**src/rtl/gso_pkg.sv**
```systemverilog
// Package: shared constants, types and saturating arithmetic for the orthogonaliser.
package gso_pkg;

  localparam int MAX_DIM     = 8;
  localparam int MAX_VECTORS = 8;

  localparam int DIM_W  = $clog2(MAX_DIM);
  localparam int CNT_W  = $clog2(MAX_DIM + 1);
  localparam int VEC_W  = $clog2(MAX_VECTORS);
  localparam int ADDR_W = VEC_W + DIM_W;
  localparam int BASIS_DEPTH = MAX_VECTORS * (2 ** DIM_W);

  localparam int DATA_W  = 32;
  localparam int ACC_W   = 64;
  localparam int CIDX_W  = 8;
  localparam int CDATA_W = 32;
  localparam int VIDX_W  = 3;
  localparam int REG_W   = 4;

  localparam int FIFO_DEPTH = 2;
  localparam int FPTR_W     = $clog2(FIFO_DEPTH);
  localparam int FCNT_W     = $clog2(FIFO_DEPTH + 1);

  // Long division of |dot| * 2^16 by the norm: one quotient bit a cycle
  localparam int DIV_STEPS = ACC_W + 16;
  localparam int DCNT_W    = $clog2(DIV_STEPS);

  localparam logic [CIDX_W-1:0] REG_DIMENSION    = CIDX_W'(0);
  localparam logic [CIDX_W-1:0] REG_VECTOR_COUNT = CIDX_W'(1);

  typedef logic [MAX_DIM-1:0][DATA_W-1:0] row_t;

  typedef struct packed {
    logic [CNT_W-1:0] dim;
    logic [CNT_W-1:0] count;
    logic             clear;
  } gso_cfg_t;

  typedef enum logic [3:0] {
    BK_IDLE,
    BK_DOT_RD,
    BK_DOT_MUL,
    BK_DOT_ACC,
    BK_DIV_START,
    BK_DIV,
    BK_FAC,
    BK_PRJ_RD,
    BK_PRJ_MUL,
    BK_PRJ_ACC,
    BK_OUT
  } bk_state_t;

  function automatic logic signed [ACC_W-1:0] sat_add(input logic signed [ACC_W-1:0] a,
                                                      input logic signed [ACC_W-1:0] b);
    logic signed [ACC_W-1:0] s;
    s = a + b;
    if (a[ACC_W-1] == b[ACC_W-1] && s[ACC_W-1] != a[ACC_W-1])
      s = a[ACC_W-1] ? {1'b1, {(ACC_W-1){1'b0}}} : {1'b0, {(ACC_W-1){1'b1}}};
    return s;
  endfunction

  function automatic logic signed [ACC_W-1:0] sat_sub(input logic signed [ACC_W-1:0] a,
                                                      input logic signed [ACC_W-1:0] b);
    logic signed [ACC_W-1:0] s;
    s = a - b;
    if (a[ACC_W-1] != b[ACC_W-1] && s[ACC_W-1] != a[ACC_W-1])
      s = a[ACC_W-1] ? {1'b1, {(ACC_W-1){1'b0}}} : {1'b0, {(ACC_W-1){1'b1}}};
    return s;
  endfunction

  // Arithmetic shift by 16 (floor), then clamp to 32 bits
  function automatic logic [DATA_W-1:0] floor_sat32(input logic signed [ACC_W-1:0] x);
    logic signed [ACC_W-17:0] sh;
    logic [DATA_W-1:0] r;
    sh = x[ACC_W-1:16];
    if (sh > $signed({{(ACC_W-16-DATA_W+1){1'b0}}, {(DATA_W-1){1'b1}}}))
      r = {1'b0, {(DATA_W-1){1'b1}}};
    else if (sh < $signed({{(ACC_W-16-DATA_W+1){1'b1}}, {(DATA_W-1){1'b0}}}))
      r = {1'b1, {(DATA_W-1){1'b0}}};
    else
      r = sh[DATA_W-1:0];
    return r;
  endfunction

endpackage

```
**src/rtl/gso_fifo.sv**
```systemverilog
// Short vector queue between the front end and the back end.
module gso_fifo (
  input  logic          clk,
  input  logic          rst_n,
  input  logic          push,
  input  gso_pkg::row_t push_row,
  input  logic          pop,
  output gso_pkg::row_t head_row,
  output logic          full,
  output logic          empty
);
  import gso_pkg::*;

  row_t              slot_r [FIFO_DEPTH];
  logic [FPTR_W-1:0] wptr_r, wptr_nxt;
  logic [FPTR_W-1:0] rptr_r, rptr_nxt;
  logic [FCNT_W-1:0] cnt_r, cnt_nxt;
  logic              do_push;
  logic              do_pop;

  assign full     = cnt_r == FCNT_W'(FIFO_DEPTH);
  assign empty    = cnt_r == '0;
  assign do_push  = push && !full;
  assign do_pop   = pop && !empty;
  assign head_row = slot_r[rptr_r];

  always_comb begin
    wptr_nxt = wptr_r;
    rptr_nxt = rptr_r;
    cnt_nxt  = cnt_r;
    if (do_push) begin
      wptr_nxt = (wptr_r == FPTR_W'(FIFO_DEPTH - 1)) ? '0 : wptr_r + FPTR_W'(1);
    end
    if (do_pop) begin
      rptr_nxt = (rptr_r == FPTR_W'(FIFO_DEPTH - 1)) ? '0 : rptr_r + FPTR_W'(1);
    end
    if (do_push && !do_pop) begin
      cnt_nxt = cnt_r + FCNT_W'(1);
    end else if (do_pop && !do_push) begin
      cnt_nxt = cnt_r - FCNT_W'(1);
    end
  end

  always_ff @(posedge clk) begin
    if (!rst_n) begin
      wptr_r <= '0;
      rptr_r <= '0;
      cnt_r  <= '0;
    end else begin
      wptr_r <= wptr_nxt;
      rptr_r <= rptr_nxt;
      cnt_r  <= cnt_nxt;
    end
  end

  always_ff @(posedge clk) begin
    if (do_push) begin
      slot_r[wptr_r] <= push_row;
    end
  end

endmodule

```
**config.mk**
```make
export PLATFORM = sky130hd
export DESIGN_NAME = gso_fifo
export DESIGN_NICKNAME = d
export VERILOG_FILES = /design/src/rtl/gso_pkg.sv /design/src/rtl/gso_fifo.sv
export SDC_FILE = /design/constraint.sdc
export NUM_CORES = 1
export LEC_CHECK = 0
export BUFFER_PORTS_ARGS = -buffer_cell sky130_fd_sc_hd__buf_2
export CAP_MARGIN = 20
export CELL_PAD_IN_SITES_DETAIL_PLACEMENT = 2
export CELL_PAD_IN_SITES_GLOBAL_PLACEMENT = 2
export CORE_ASPECT_RATIO = 0.7
export CORE_MARGIN = 3
export CORE_UTILIZATION = 38
export CTS_CLUSTER_SIZE = 28
export DETAILED_ROUTE_END_ITERATION = 10
export PLACE_DENSITY_LB_ADDON = 0.08
export SETUP_SLACK_MARGIN = 0.1
export SLEW_MARGIN = 0
export SYNTH_ARGS = -nofsm -noshare
export SYNTH_HDL_FRONTEND = slang
export SYNTH_SLANG_ARGS = --single-unit
```
**constraint.sdc**
```tcl
create_clock -name clk -period 16.2 [get_ports clk]
set_input_delay 0.81 -clock clk [delete_from_list [all_inputs] [get_ports clk]]
set_output_delay 0.81 -clock clk [all_outputs]
set_load 0.1 [all_outputs]
```
**Word-level counts from Yosys, hierarchy flattened**

Memory sizes are Yosys's and may differ from the RTL's. A register that Yosys moved wholly into a read port is not among the register bits.
Index checks and enable logic that the tools add are counted.

- Flip-flop bits (word level): 4
- Bits in latches: 0
- Bits in writable memories: 512
- Memory bits (read-only): 0
- Output and inout port bits: 258
- Memories: 1

Memories:

| memory | words | bits a word | read ports | clocked after Yosys merged registers in | write ports | RTL line | source |
|---|---|---|---|---|---|---|---|
| slot_r | 2 | 256 | 1 | 1 | 1 | gso_fifo.sv:14 | `row_t slot_r [FIFO_DEPTH];` |

- $add $sub $neg: 4
- Multipliers: 0
- Divide/modulo/power cells: 0
- Order comparisons: 0
- Equality and inequality tests: 1
- Shifts and indexed selects: 0
- Mux-type cells: 8
- Bitwise operators: 0
- Reduce and logical (&&, ||, !) cells: 10

Operators with widths:

| kind | count |
|---|---|
| two-way mux 1 bit | 6 |
| logical AND 1 bit | 4 |
| zero test 1 bit | 4 |
| two-way mux 2 bit | 2 |
| adder 1 bit (second input constant) | 2 |
| adder 2 x 1 -> 2 bit (second input constant) | 1 |
| == test 2 bit (second input constant) | 1 |
| zero test 2 bit | 1 |
| nonzero test 2 bit | 1 |
| subtractor 2 x 1 -> 2 bit (second input constant) | 1 |

**Longest topological paths before layout**

- Word-level depth: 7
- Depth in mapped cells: 7
- Gate-level depth less buffers: 7

**Worst setup path before layout**

No wires, ideal clock.

- Path kind: register -> register
- Start: register cnt_r[0]
- End: register wptr_r
- Setup time: 103 ps
- Arrival: 11479 ps
- Path slack: 4617 ps
- Stages on the path, launching flop included: 5
- Buffers on the path: 0
- Clock period less this slack: 11583 ps
- Path through: dfxtp_1 nand2b_1 inv_1 nor3_2 o21a_1

- Word-level cells in the longest chain between the ends: 3

RTL lines:

| item | RTL line | source |
|---|---|---|
| start: declaration | gso_fifo.sv:17 | `logic [FCNT_W-1:0] cnt_r, cnt_nxt;` |
| start signal: assignment | gso_fifo.sv:52 | `cnt_r <= cnt_nxt;` |
| == test 2 bit | gso_fifo.sv:21 | `assign full = cnt_r == FCNT_W'(FIFO_DEPTH);` |
| via full | gso_fifo.sv:9 | `output logic full,` |
| zero test 1 bit | gso_fifo.sv:23 | `assign do_push = push && !full;` |
| logical AND 1 bit | gso_fifo.sv:23 |  |
| end signal: assignment | gso_fifo.sv:50 | `wptr_r <= wptr_nxt;` |
| end: declaration | gso_fifo.sv:15 | `logic [FPTR_W-1:0] wptr_r, wptr_nxt;` |

The timed path passes the listed nets, and every way through them passes these cells.
A chain may end at the register's enable or synchronous reset.

==> out/metrics.cfg <==
[outcome]
status = finished clean

[finish]
fin_cells = 2075
syn_to_final_growth_pct = 25.2
finalInstanceArea_um2 = 23500
final_nets = 1631
layout-drive-gt1-share_pct = 60.0

[synthesis]
syn-cell-area_um2 = 18800
synth_top_flop_cell = edfxtp_1
ys_warn_count = 0
ys_types = 21
synth_top_area_share_pct = 81.8
avgSynthCellArea_um2 = 22.9
netlist_top_cells_area = edfxtp_1 (82%), mux2_2 (15%), buf_6 (1.6%), dfxtp_1 (0.53%), and2_1 (0.10%)
ys_async_sr_fraction_pct = 0
synthCells = 821
yosysTopAreaCell = edfxtp_1
synth_edf_count = 512
synth.most_common_cell = edfxtp_1
ys_seq_area_share_pct = 82.3
synth-seq-cells = 517
syn_nets = 1082
synthTopCellsByCount = edfxtp_1 (512), mux2_2 (256), buf_6 (26)

[global_routing]
first_global_vias = 11035
grt_use_total_pct = 18.2
grt_pass1_wl_um = 70900
overflow = 0
grt_max_degree = 172
grt_antenna_before_repair = 19

[placed_design]
portBuffers = 517
dpl_cell_area_um2 = 22000
dpl.cell_count = 1973
gp_congestion = 0.729
hpwl_um = 33500

[critical_path]
cp_cell_sequence = buf_12 -> mux2_2 -> buf_2
worstSetupStartpointType = flop
crit_buf_inv = 2
cpMaxStageDelayCell = dfxtp_4
cp-end-kind = output pin
worstPathRequired_ns = 15.39
crit_family = buffers and inverters
r2r_cells = 4
critPathKind = reg -> out
r2r_slack_ns = 12.56
r2r_end = slot_r[1][19]
cpPeakStageDelay_ns = 0.86
r2r-start = cnt_r[0]
cp_data_arrival_time_ns = 3.01
path_max_fanout = 147

[worst_hold_path]
holdPathStages = 1
hp-start = push_row[137]
holdPathEnd = slot_r[1][137]
hold_path.class = in -> reg

[routing]
via_count = 9750
wl_per_cell_um = 23.6
dr.pass1.iters = 4
routed_wl_um = 48900
drt_iter0_drc = 426
ant_nets = 0
viasPerCell = 4.70
drc = 0

[sta]
finalMaxSlewViolations = 0
clock.fmax_mhz = 262
finalHoldViolCount = 0
worst_pin_slew_ns = 1.12
skew_ns = 0.0151
setup-violations-final = 0
finalCriticalPeriod_ns = 3.82
whs_ns = 0.436
max-slew-margin-rel_pct = 25.1
rsz0062_at_grt = no
final.period_utilization_pct = 23.6
setup_tns_ns = 0

[clock_tree]
path_clk_slew_ns = 0.06
cts_buffers = 50
clk_latency_ns = 0.55
clk_path_buf_depth = 3
cts_root_buf = clkbuf_16
cts_setup_buffers = 0
cts_tree = yes
cts_sinks = 517
ctsHoldBuffers = 0
h-tree-depth = 2
cts_resized = 0

[floorplanning]
design.core.area_um2 = 48400
start_util_pct = 38.9
rows = 67
chipHeight_um = 192
pin_count = 518
die_w_um = 272
die_area_um2 = 52200

[job]
cap_violations = 0

-- final cells by class --
class | instances | area (um2)
clock buffer | 66 | 1380
clock inverter | 27 | 140
tap | 655 | 820
fill | 4504 | 24800
multi-input combinational | 274 | 3020
sequential | 517 | 15500
timing repair buffer | 525 | 2670
antenna | 9 | 22.5
inverter | 2 | 7.51
-- stage by stage --
stage,worst slack [ns],utilization [%]
2_1_floorplan,4.62,-
3_3_place_gp,12.12,45.5
3_5_place_dp,12.12,45.5
4_1_cts,12.27,48.6
5_1_grt,12.17,48.6
6_report,12.38,48.7
-- worst max path at each step --
stage | cells after the start | to | slack, ns | startpoint
floorplan | 4 | wptr_r | 4.62 | cnt_r[0]
global placement | 4 | slot_r[1][150] | 12.12 | push
detailed placement | 4 | slot_r[1][143] | 12.12 | push
CTS | 3 | head_row[49] | 12.27 | flop
global route | 3 | head_row[49] | 12.17 | flop
finish | 3 | head_row[130] | 12.38 | flop
-- placed cells by master, fill, tap and decap left out, types with 2 or more instances in the layout --
cell type,count
inv_1,2
edfxtp_1,512
buf_4,6
clkbuf_1,13
clkinv_1,18
nor2_1,2
diode_2,9
mux2_2,256
clkinv_2,7
buf_12,2
xnor2_1,2
clkbuf_16,53
dfxtp_1,4
and2_1,3
buf_2,517
-- metal layers --
metal  global-route usage (%)  part of all wire, %  up-vias
li1                         -                    -     4395
met1                     20.1                   36     4947
met2                     32.9                   53      297
met3                     6.78                  8.2       89
met4                     5.48                  2.5       22
met5                        0                 0.29        -
-- flip-flops by register name (all words and copies together), names as in the netlist, named ones only --
register / count
wptr_r: 1
rptr_r: 1
slot_r: 512
cnt_r: 2
-- cell families after synthesis --
logic type	share of synthesized area [%]
flip-flops	82.3
multiplexers	15.3
buffers and inverters	1.66
AND/OR/NAND/NOR	0.293
AO/OA/AOI/OAI	0.173
XOR/XNOR	0.140
adder cells (fa/ha/maj)	0.0666
Power is not shown: default switching activity piles up to over one toggle a cycle in this logic, so the estimate is an artifact.
