==> config.mk <==
export PLATFORM = sky130hd
export DESIGN_NAME = gso_front_flat
export DESIGN_NICKNAME = d
export VERILOG_FILES = /design/src/rtl/gso_pkg.sv /design/src/rtl/gso_if.sv /design/src/rtl/gso_front.sv /design/src/flat_wrapper.sv
export SDC_FILE = /design/constraint.sdc
export NUM_CORES = 1
export LEC_CHECK = 0
export BUFFER_PORTS_ARGS = -buffer_cell sky130_fd_sc_hd__buf_2
export CORE_AREA = 2 2 170 172
export CTS_BUF_LIST = sky130_fd_sc_hd__clkbuf_4 sky130_fd_sc_hd__clkbuf_8
export DETAILED_ROUTE_END_ITERATION = 16
export DIE_AREA = 0 0 172 174
export HOLD_SLACK_MARGIN = 0.03
export PLACE_DENSITY = 0.75
export SLEW_MARGIN = 10
export SYNTH_ARGS = -nofsm -noshare
export SYNTH_HDL_FRONTEND = slang
export SYNTH_SLANG_ARGS = --single-unit
==> constraint.sdc <==
create_clock -name clk -period 14.8 [get_ports clk]
set_input_delay 0.74 -clock clk [delete_from_list [all_inputs] [get_ports clk]]
set_output_delay 0.74 -clock clk [all_outputs]
set_load 0.02 [all_outputs]
==> src/rtl/gso_pkg.sv <==
// Package: shared constants, types and saturating arithmetic for the orthogonaliser.
package gso_pkg;

  localparam int MAX_DIM     = 8;
  localparam int MAX_VECTORS = 8;

  localparam int DIM_W  = $clog2(MAX_DIM);
  localparam int CNT_W  = $clog2(MAX_DIM + 1);
  localparam int VEC_W  = $clog2(MAX_VECTORS);
  localparam int ADDR_W = VEC_W + DIM_W;
  localparam int BASIS_DEPTH = MAX_VECTORS * (2 ** DIM_W);

  localparam int DATA_W  = 32;
  localparam int ACC_W   = 64;
  localparam int CIDX_W  = 8;
  localparam int CDATA_W = 32;
  localparam int VIDX_W  = 3;
  localparam int REG_W   = 4;

  localparam int FIFO_DEPTH = 2;
  localparam int FPTR_W     = $clog2(FIFO_DEPTH);
  localparam int FCNT_W     = $clog2(FIFO_DEPTH + 1);

  // Long division of |dot| * 2^16 by the norm: one quotient bit a cycle
  localparam int DIV_STEPS = ACC_W + 16;
  localparam int DCNT_W    = $clog2(DIV_STEPS);

  localparam logic [CIDX_W-1:0] REG_DIMENSION    = CIDX_W'(0);
  localparam logic [CIDX_W-1:0] REG_VECTOR_COUNT = CIDX_W'(1);

  typedef logic [MAX_DIM-1:0][DATA_W-1:0] row_t;

  typedef struct packed {
    logic [CNT_W-1:0] dim;
    logic [CNT_W-1:0] count;
    logic             clear;
  } gso_cfg_t;

  typedef enum logic [3:0] {
    BK_IDLE,
    BK_DOT_RD,
    BK_DOT_MUL,
    BK_DOT_ACC,
    BK_DIV_START,
    BK_DIV,
    BK_FAC,
    BK_PRJ_RD,
    BK_PRJ_MUL,
    BK_PRJ_ACC,
    BK_OUT
  } bk_state_t;

  function automatic logic signed [ACC_W-1:0] sat_add(input logic signed [ACC_W-1:0] a,
                                                      input logic signed [ACC_W-1:0] b);
    logic signed [ACC_W-1:0] s;
    s = a + b;
    if (a[ACC_W-1] == b[ACC_W-1] && s[ACC_W-1] != a[ACC_W-1])
      s = a[ACC_W-1] ? {1'b1, {(ACC_W-1){1'b0}}} : {1'b0, {(ACC_W-1){1'b1}}};
    return s;
  endfunction

  function automatic logic signed [ACC_W-1:0] sat_sub(input logic signed [ACC_W-1:0] a,
                                                      input logic signed [ACC_W-1:0] b);
    logic signed [ACC_W-1:0] s;
    s = a - b;
    if (a[ACC_W-1] != b[ACC_W-1] && s[ACC_W-1] != a[ACC_W-1])
      s = a[ACC_W-1] ? {1'b1, {(ACC_W-1){1'b0}}} : {1'b0, {(ACC_W-1){1'b1}}};
    return s;
  endfunction

  // Arithmetic shift by 16 (floor), then clamp to 32 bits
  function automatic logic [DATA_W-1:0] floor_sat32(input logic signed [ACC_W-1:0] x);
    logic signed [ACC_W-17:0] sh;
    logic [DATA_W-1:0] r;
    sh = x[ACC_W-1:16];
    if (sh > $signed({{(ACC_W-16-DATA_W+1){1'b0}}, {(DATA_W-1){1'b1}}}))
      r = {1'b0, {(DATA_W-1){1'b1}}};
    else if (sh < $signed({{(ACC_W-16-DATA_W+1){1'b1}}, {(DATA_W-1){1'b0}}}))
      r = {1'b1, {(DATA_W-1){1'b0}}};
    else
      r = sh[DATA_W-1:0];
    return r;
  endfunction

endpackage

==> src/rtl/gso_if.sv <==
// Interfaces: input element, result and configuration write channels.
interface gso_in_if;
  logic        valid;
  logic        ready;
  logic [31:0] element;
  modport source (output valid, output element, input ready);
  modport sink   (input valid, input element, output ready);
endinterface


==> src/rtl/gso_front.sv <==
// Front end: gathers input elements into a row and queues each complete vector.
module gso_front (
  input  logic              clk,
  input  logic              rst_n,
  input  gso_pkg::gso_cfg_t cfg,
  gso_in_if.sink            in_ch,
  input  logic              full,
  output logic              push,
  output gso_pkg::row_t     push_row
);
  import gso_pkg::*;

  logic [DIM_W-1:0] ecnt_r, ecnt_nxt;
  row_t             row_r;
  logic             accept;
  logic             complete;

  assign in_ch.ready = !full;
  assign accept      = in_ch.valid && in_ch.ready;
  assign complete    = (CNT_W'(ecnt_r) + CNT_W'(1)) == cfg.dim;
  assign push        = accept && complete;

  always_comb begin
    push_row         = row_r;
    push_row[ecnt_r] = in_ch.element;
  end

  always_comb begin
    ecnt_nxt = ecnt_r;
    if (cfg.clear) begin
      ecnt_nxt = '0;
    end else if (accept) begin
      ecnt_nxt = complete ? '0 : ecnt_r + DIM_W'(1);
    end
  end

  always_ff @(posedge clk) begin
    if (!rst_n) begin
      ecnt_r <= '0;
    end else begin
      ecnt_r <= ecnt_nxt;
    end
  end

  always_ff @(posedge clk) begin
    if (accept) begin
      row_r[ecnt_r] <= in_ch.element;
    end
  end

endmodule

==> src/flat_wrapper.sv <==
// flat-port wrapper written by rule: the top's interface ports become plain ports
module gso_front_flat import gso_pkg::*;
  (clk, rst_n, cfg, full, push, push_row, in_ch_valid, in_ch_element, in_ch_ready);
  gso_in_if in_ch_i ();
  input  logic clk;
  input  logic rst_n;
  input  gso_pkg::gso_cfg_t cfg;
  input  logic full;
  output logic push;
  output gso_pkg::row_t push_row;
  input wire logic [$bits(in_ch_i.valid)-1:0] in_ch_valid;
  input wire logic [$bits(in_ch_i.element)-1:0] in_ch_element;
  output wire logic [$bits(in_ch_i.ready)-1:0] in_ch_ready;
  assign in_ch_i.valid = in_ch_valid;
  assign in_ch_i.element = in_ch_element;
  assign in_ch_ready = in_ch_i.ready;
  gso_front u_core (.clk(clk), .rst_n(rst_n), .cfg(cfg), .in_ch(in_ch_i), .full(full), .push(push), .push_row(push_row));
endmodule
-- Yosys cells after proc, flatten, opt, wreduce, memory -nomap -nowiden
Cells that the tools add are included.
- add/subtract/negate cells: 2
- magnitude comparators: 2
- eq/ne operators: 1
- mux-type cells: 4
- bitwise gates (word level): 1
- reductions and logical operators: 5
- operator list (operator ; count):
    bitwise mux 256 bit ; 1
    demux 32 bit (select 3 bit) ; 1
    2-to-1 mux 32 bit ; 1
    adder 3 x 1 -> 4 bit (second input constant) ; 1
    == test 4 bit ; 1
    less-than comparator 3 x 4 -> 1 bit (second input constant) ; 1
    adder 3 x 1 -> 3 bit (second input constant) ; 1
    greater-or-equal comparator 3 x 1 -> 1 bit (second input constant) ; 1
    logical AND 1 bit ; 3
    2-to-1 mux 3 bit ; 1
    OR reduction 2 bit ; 1
    zero test 1 bit ; 1
    NOT 1 bit ; 1
- bits in registers: 259
- input bits: 45
- output and inout port bits: 258
- word-level logic and storage cells: 24

-- Longest topological paths before layout
- depth after elaboration: 5
- depth in mapped cells: 4
- mapped depth without buffers: 4

-- Worst setup path after synthesis
No wires, ideal clock.
- path kind: input port to output port
- from: input port full
- to: output port push
- arrival: 13.808 ns
- required time: 14.060 ns
- setup slack: 0.252 ns
- stages: 3
- path buffers: 0
- path through: nor2b_1 and3_1 and2_1
- longest elaborated chain between the ends: 3
- ends and longest elaborated chain (element ; RTL line ; text):
    start, declared ; flat_wrapper.sv:8 ; input logic full;
    zero test 1 bit ; gso_front.sv:18 ; assign in_ch.ready = !full;
    logical AND 1 bit ; gso_front.sv:19 ; assign accept = in_ch.valid && in_ch.ready;
    logical AND 1 bit ; gso_front.sv:21 ; assign push = accept && complete;
    end, declared ; flat_wrapper.sv:9 ; output logic push;
Every way passes these cells.

==> impl_metrics.yaml <==
outcome:
  status: "completed"
yosys:
  yosysWarnings: 0
  synth_nets: 615
  seq_area_frac_synth_pct: 70.2
  ys_seq_elements: 259
  ys_types: 25
  syn_area_um2: 11000
  synth.avg_cell_area_um2: 19.4
  syn_inst: 569
floorplan:
  pin_count: 303
  start_util_pct: 39.1
  dieHeight_um: 174
  die_x_um: 172
  num_rows: 62
  design.core.area_um2: 28200
  die_area_um2: 29900
critical_path:
  cp_slowest_cell: "nand3b_1"
  path_class: "reg2out"
  crit_arrival_ps: 3280
  r2r_end: "u_core.row_r[178]$_DFFE_PN_"
  critPathMaxFanout: 17
  reg2reg_depth: 3
  r2r-start: "u_core.ecnt_r[0]$_SDFFE_PP0N_"
  crit_path_cell_trace: "nand3b_1, buf_4, mux2_2, buf_2"
  start_kind: "flip-flop"
  critPathCaptureType: "output port"
  slowest_delay_ps: 910
  crit_path_start: "u_core.ecnt_r[0]$_SDFFE_PP0N_"
  reg2reg_slack_ps: 11970
  crit_required_ps: 14060
  endpoint: "push_row[178]"
clock_network:
  clkSinkCount: 259
  cts_resized: 0
  cts.clk_slew.worst_paths_ps: 60
  cts_tree: "yes"
  post_cts_buffers: 0
  cts_max_level: 2
  clk_latency_ps: 550
  clockBufferDepth: 3
  clk_root_buffer_cell: "clkbuf_8"
  cts_buffers: 44
  cts_hold_buf: 0
cells_and_area:
  layout.cells.non_filler: 1314
  final_cell_area_um2: 13800
  num-fill-cells: 2472
  drive_gt1_share_pct: 68.2
  seq_area_um2: 7750
  nets: 942
  final_core_util_pct: 48.9
  area_delta_synth_final_pct: 25.2
  multiInputGateArea_um2: 3150
min_path:
  min_path_type: "in2reg"
drt:
  drt_iter0_drc: 396
  drcViolationCount: 0
  vias: 6525
  avgViaCountPerCell: 4.97
  drtPass1Iterations: 7
  wl_per_cell_um: 20.9
  routed_wl_um: 27400
  ant_nets: 0
timing:
  setup_violations: 0
  maxSlewHeadroom_pct: 22.9
  fin_crit_sh_pct: 27.1
  tightest_slew_ps: 1150
  finalHoldViolations: 0
  layout_min_cycle_time_ps: 4020
  rsz0062_at_grt: "no"
  finalSetupTns_ps: 0
  max_freq_ghz: 0.249
  finalMaxSlewViolations: 0
  clock_skew_ps: 20.6
  layout_setup_ws_ps: 10780
placed_design:
  place_ws_ps: 11260
  port_buffers: 298
  dpl_cell_area_um2: 13000
  dp.cells: 1234
  place_hpwl_um: 17600
  place.gp.congestion: 0.732
global_route:
  gr-total-overflow: 0
  grt_pass1_wl_um: 40000
  grt_max_degree: 188
  antenna_found_initial: 2
  grt_pass1_vias: 6638
  grt.total_usage_pct: 17.7
power_and_ir_drop:
  p_per_area_nw_per_um2: 117
  peakVddDrop_uv: 77.1
  power.leakage_nw: 5.22
flow_run:
  cap_violations: 0
area by class of cell:
type	count	share of cell area, %
repair buffers	308	11.4
diodes	1	0.0181
inverters	1	0.0272
flip-flops and latches	259	56.1
well taps	384	3.48
clock buffers	62	5.41
clock inverters	17	0.743
multi-input cells	282	22.8
Yosys cell counts:
library cell	number	area (um2)
nor2b_1	1	6.26
nand3b_1	4	30.0
buf_4	12	90.1
nand3_1	1	5.00
ha_1	1	12.5
nor3b_4	1	18.8
mux2_1	6	67.6
nor3b_2	2	25.0
mux2_2	250	2820
nand4_1	1	6.26
xor2_1	2	17.5
and3_1	1	6.26
edfxtp_1	256	7690
xor3_1	1	23.8
a211oi_1	3	22.5
nor3_2	1	10.0
and2_1	1	6.26
a31o_2	1	8.76
mux2i_1	1	10.0
a21oi_1	1	5.00
inv_1	1	3.75
dfxtp_1	3	60.1
buf_2	15	75.1
nand2b_1	1	6.26
xnor2_1	2	17.5
metal layers:
layer / vias up / wire length (um) / track usage, %
li1: 2924 / - / -
met1: 3293 / 11200 / 22.0
met2: 254 / 13200 / 29.5
met3: 54 / 2350 / 5.83
met4: 0 / 641 / 5.25
met5: - / 0 / 0
stage by stage:
step                total power [mW]  hold slack, ps
CTS                             1.64             519
finish                          1.62             555
global placement                1.01             536
floorplan                      0.963             636
detailed placement              1.01             544
global route                    1.68             555
cells by family after synthesis:
family          share of synthesized area (%)
xor+xnor                                0.533
compound gates                          0.329
flops                                    70.2
fa+ha+maj                               0.113
buf+inv                                  1.53
simple gates                             1.09
mux                                      26.2
registers in the layout, indices dropped and copies added, names as in the netlist:
name	cells
u_core.ecnt_r	3
u_core.row_r	256
cell usage in the layout, fill, tap and decap left out, drive strengths merged, types with 3 or more instances in the layout:
| master | n |
|---|---|
| clkbuf | 62 |
| a211oi | 3 |
| buf | 308 |
| dfxtp | 3 |
| nor3b | 3 |
| edfxtp | 256 |
| mux2 | 256 |
| nand3b | 4 |
| clkinv | 14 |
worst max-delay path: cells and delay by family, from the launching register on:
kind / cells / cell delay (ps)
AND/OR/NAND/NOR: 1 / 910
flip-flops: 1 / 730
buffers and inverters: 2 / 740
multiplexers: 1 / 330
how the worst min path moves through the flow:
stage / from / endpoint / slack (ps) / cells after the start
after detailed placement: u_core.row_r[155]$_DFFE_PN_ / u_core.row_r[155]$_DFFE_PN_ / 540 / 1
final: rst_n / u_core.ecnt_r[0]$_SDFFE_PP0N_ / 560 / 3
after floorplan: u_core.row_r[254]$_DFFE_PN_ / u_core.row_r[254]$_DFFE_PN_ / 640 / 1
after global routing: rst_n / u_core.ecnt_r[0]$_SDFFE_PP0N_ / 550 / 3
after global placement: u_core.row_r[71]$_DFFE_PN_ / u_core.row_r[71]$_DFFE_PN_ / 540 / 1
after CTS: rst_n / u_core.ecnt_r[0]$_SDFFE_PP0N_ / 520 / 3
power breakdown:
group	leakage [nW]	internal [mW]	switching [mW]
Clock	0.448	0.342	0.282
Sequential	2.43	0.840	0.00691
Combinational	2.34	0.0505	0.0972
(Power assumes the default switching activity.)
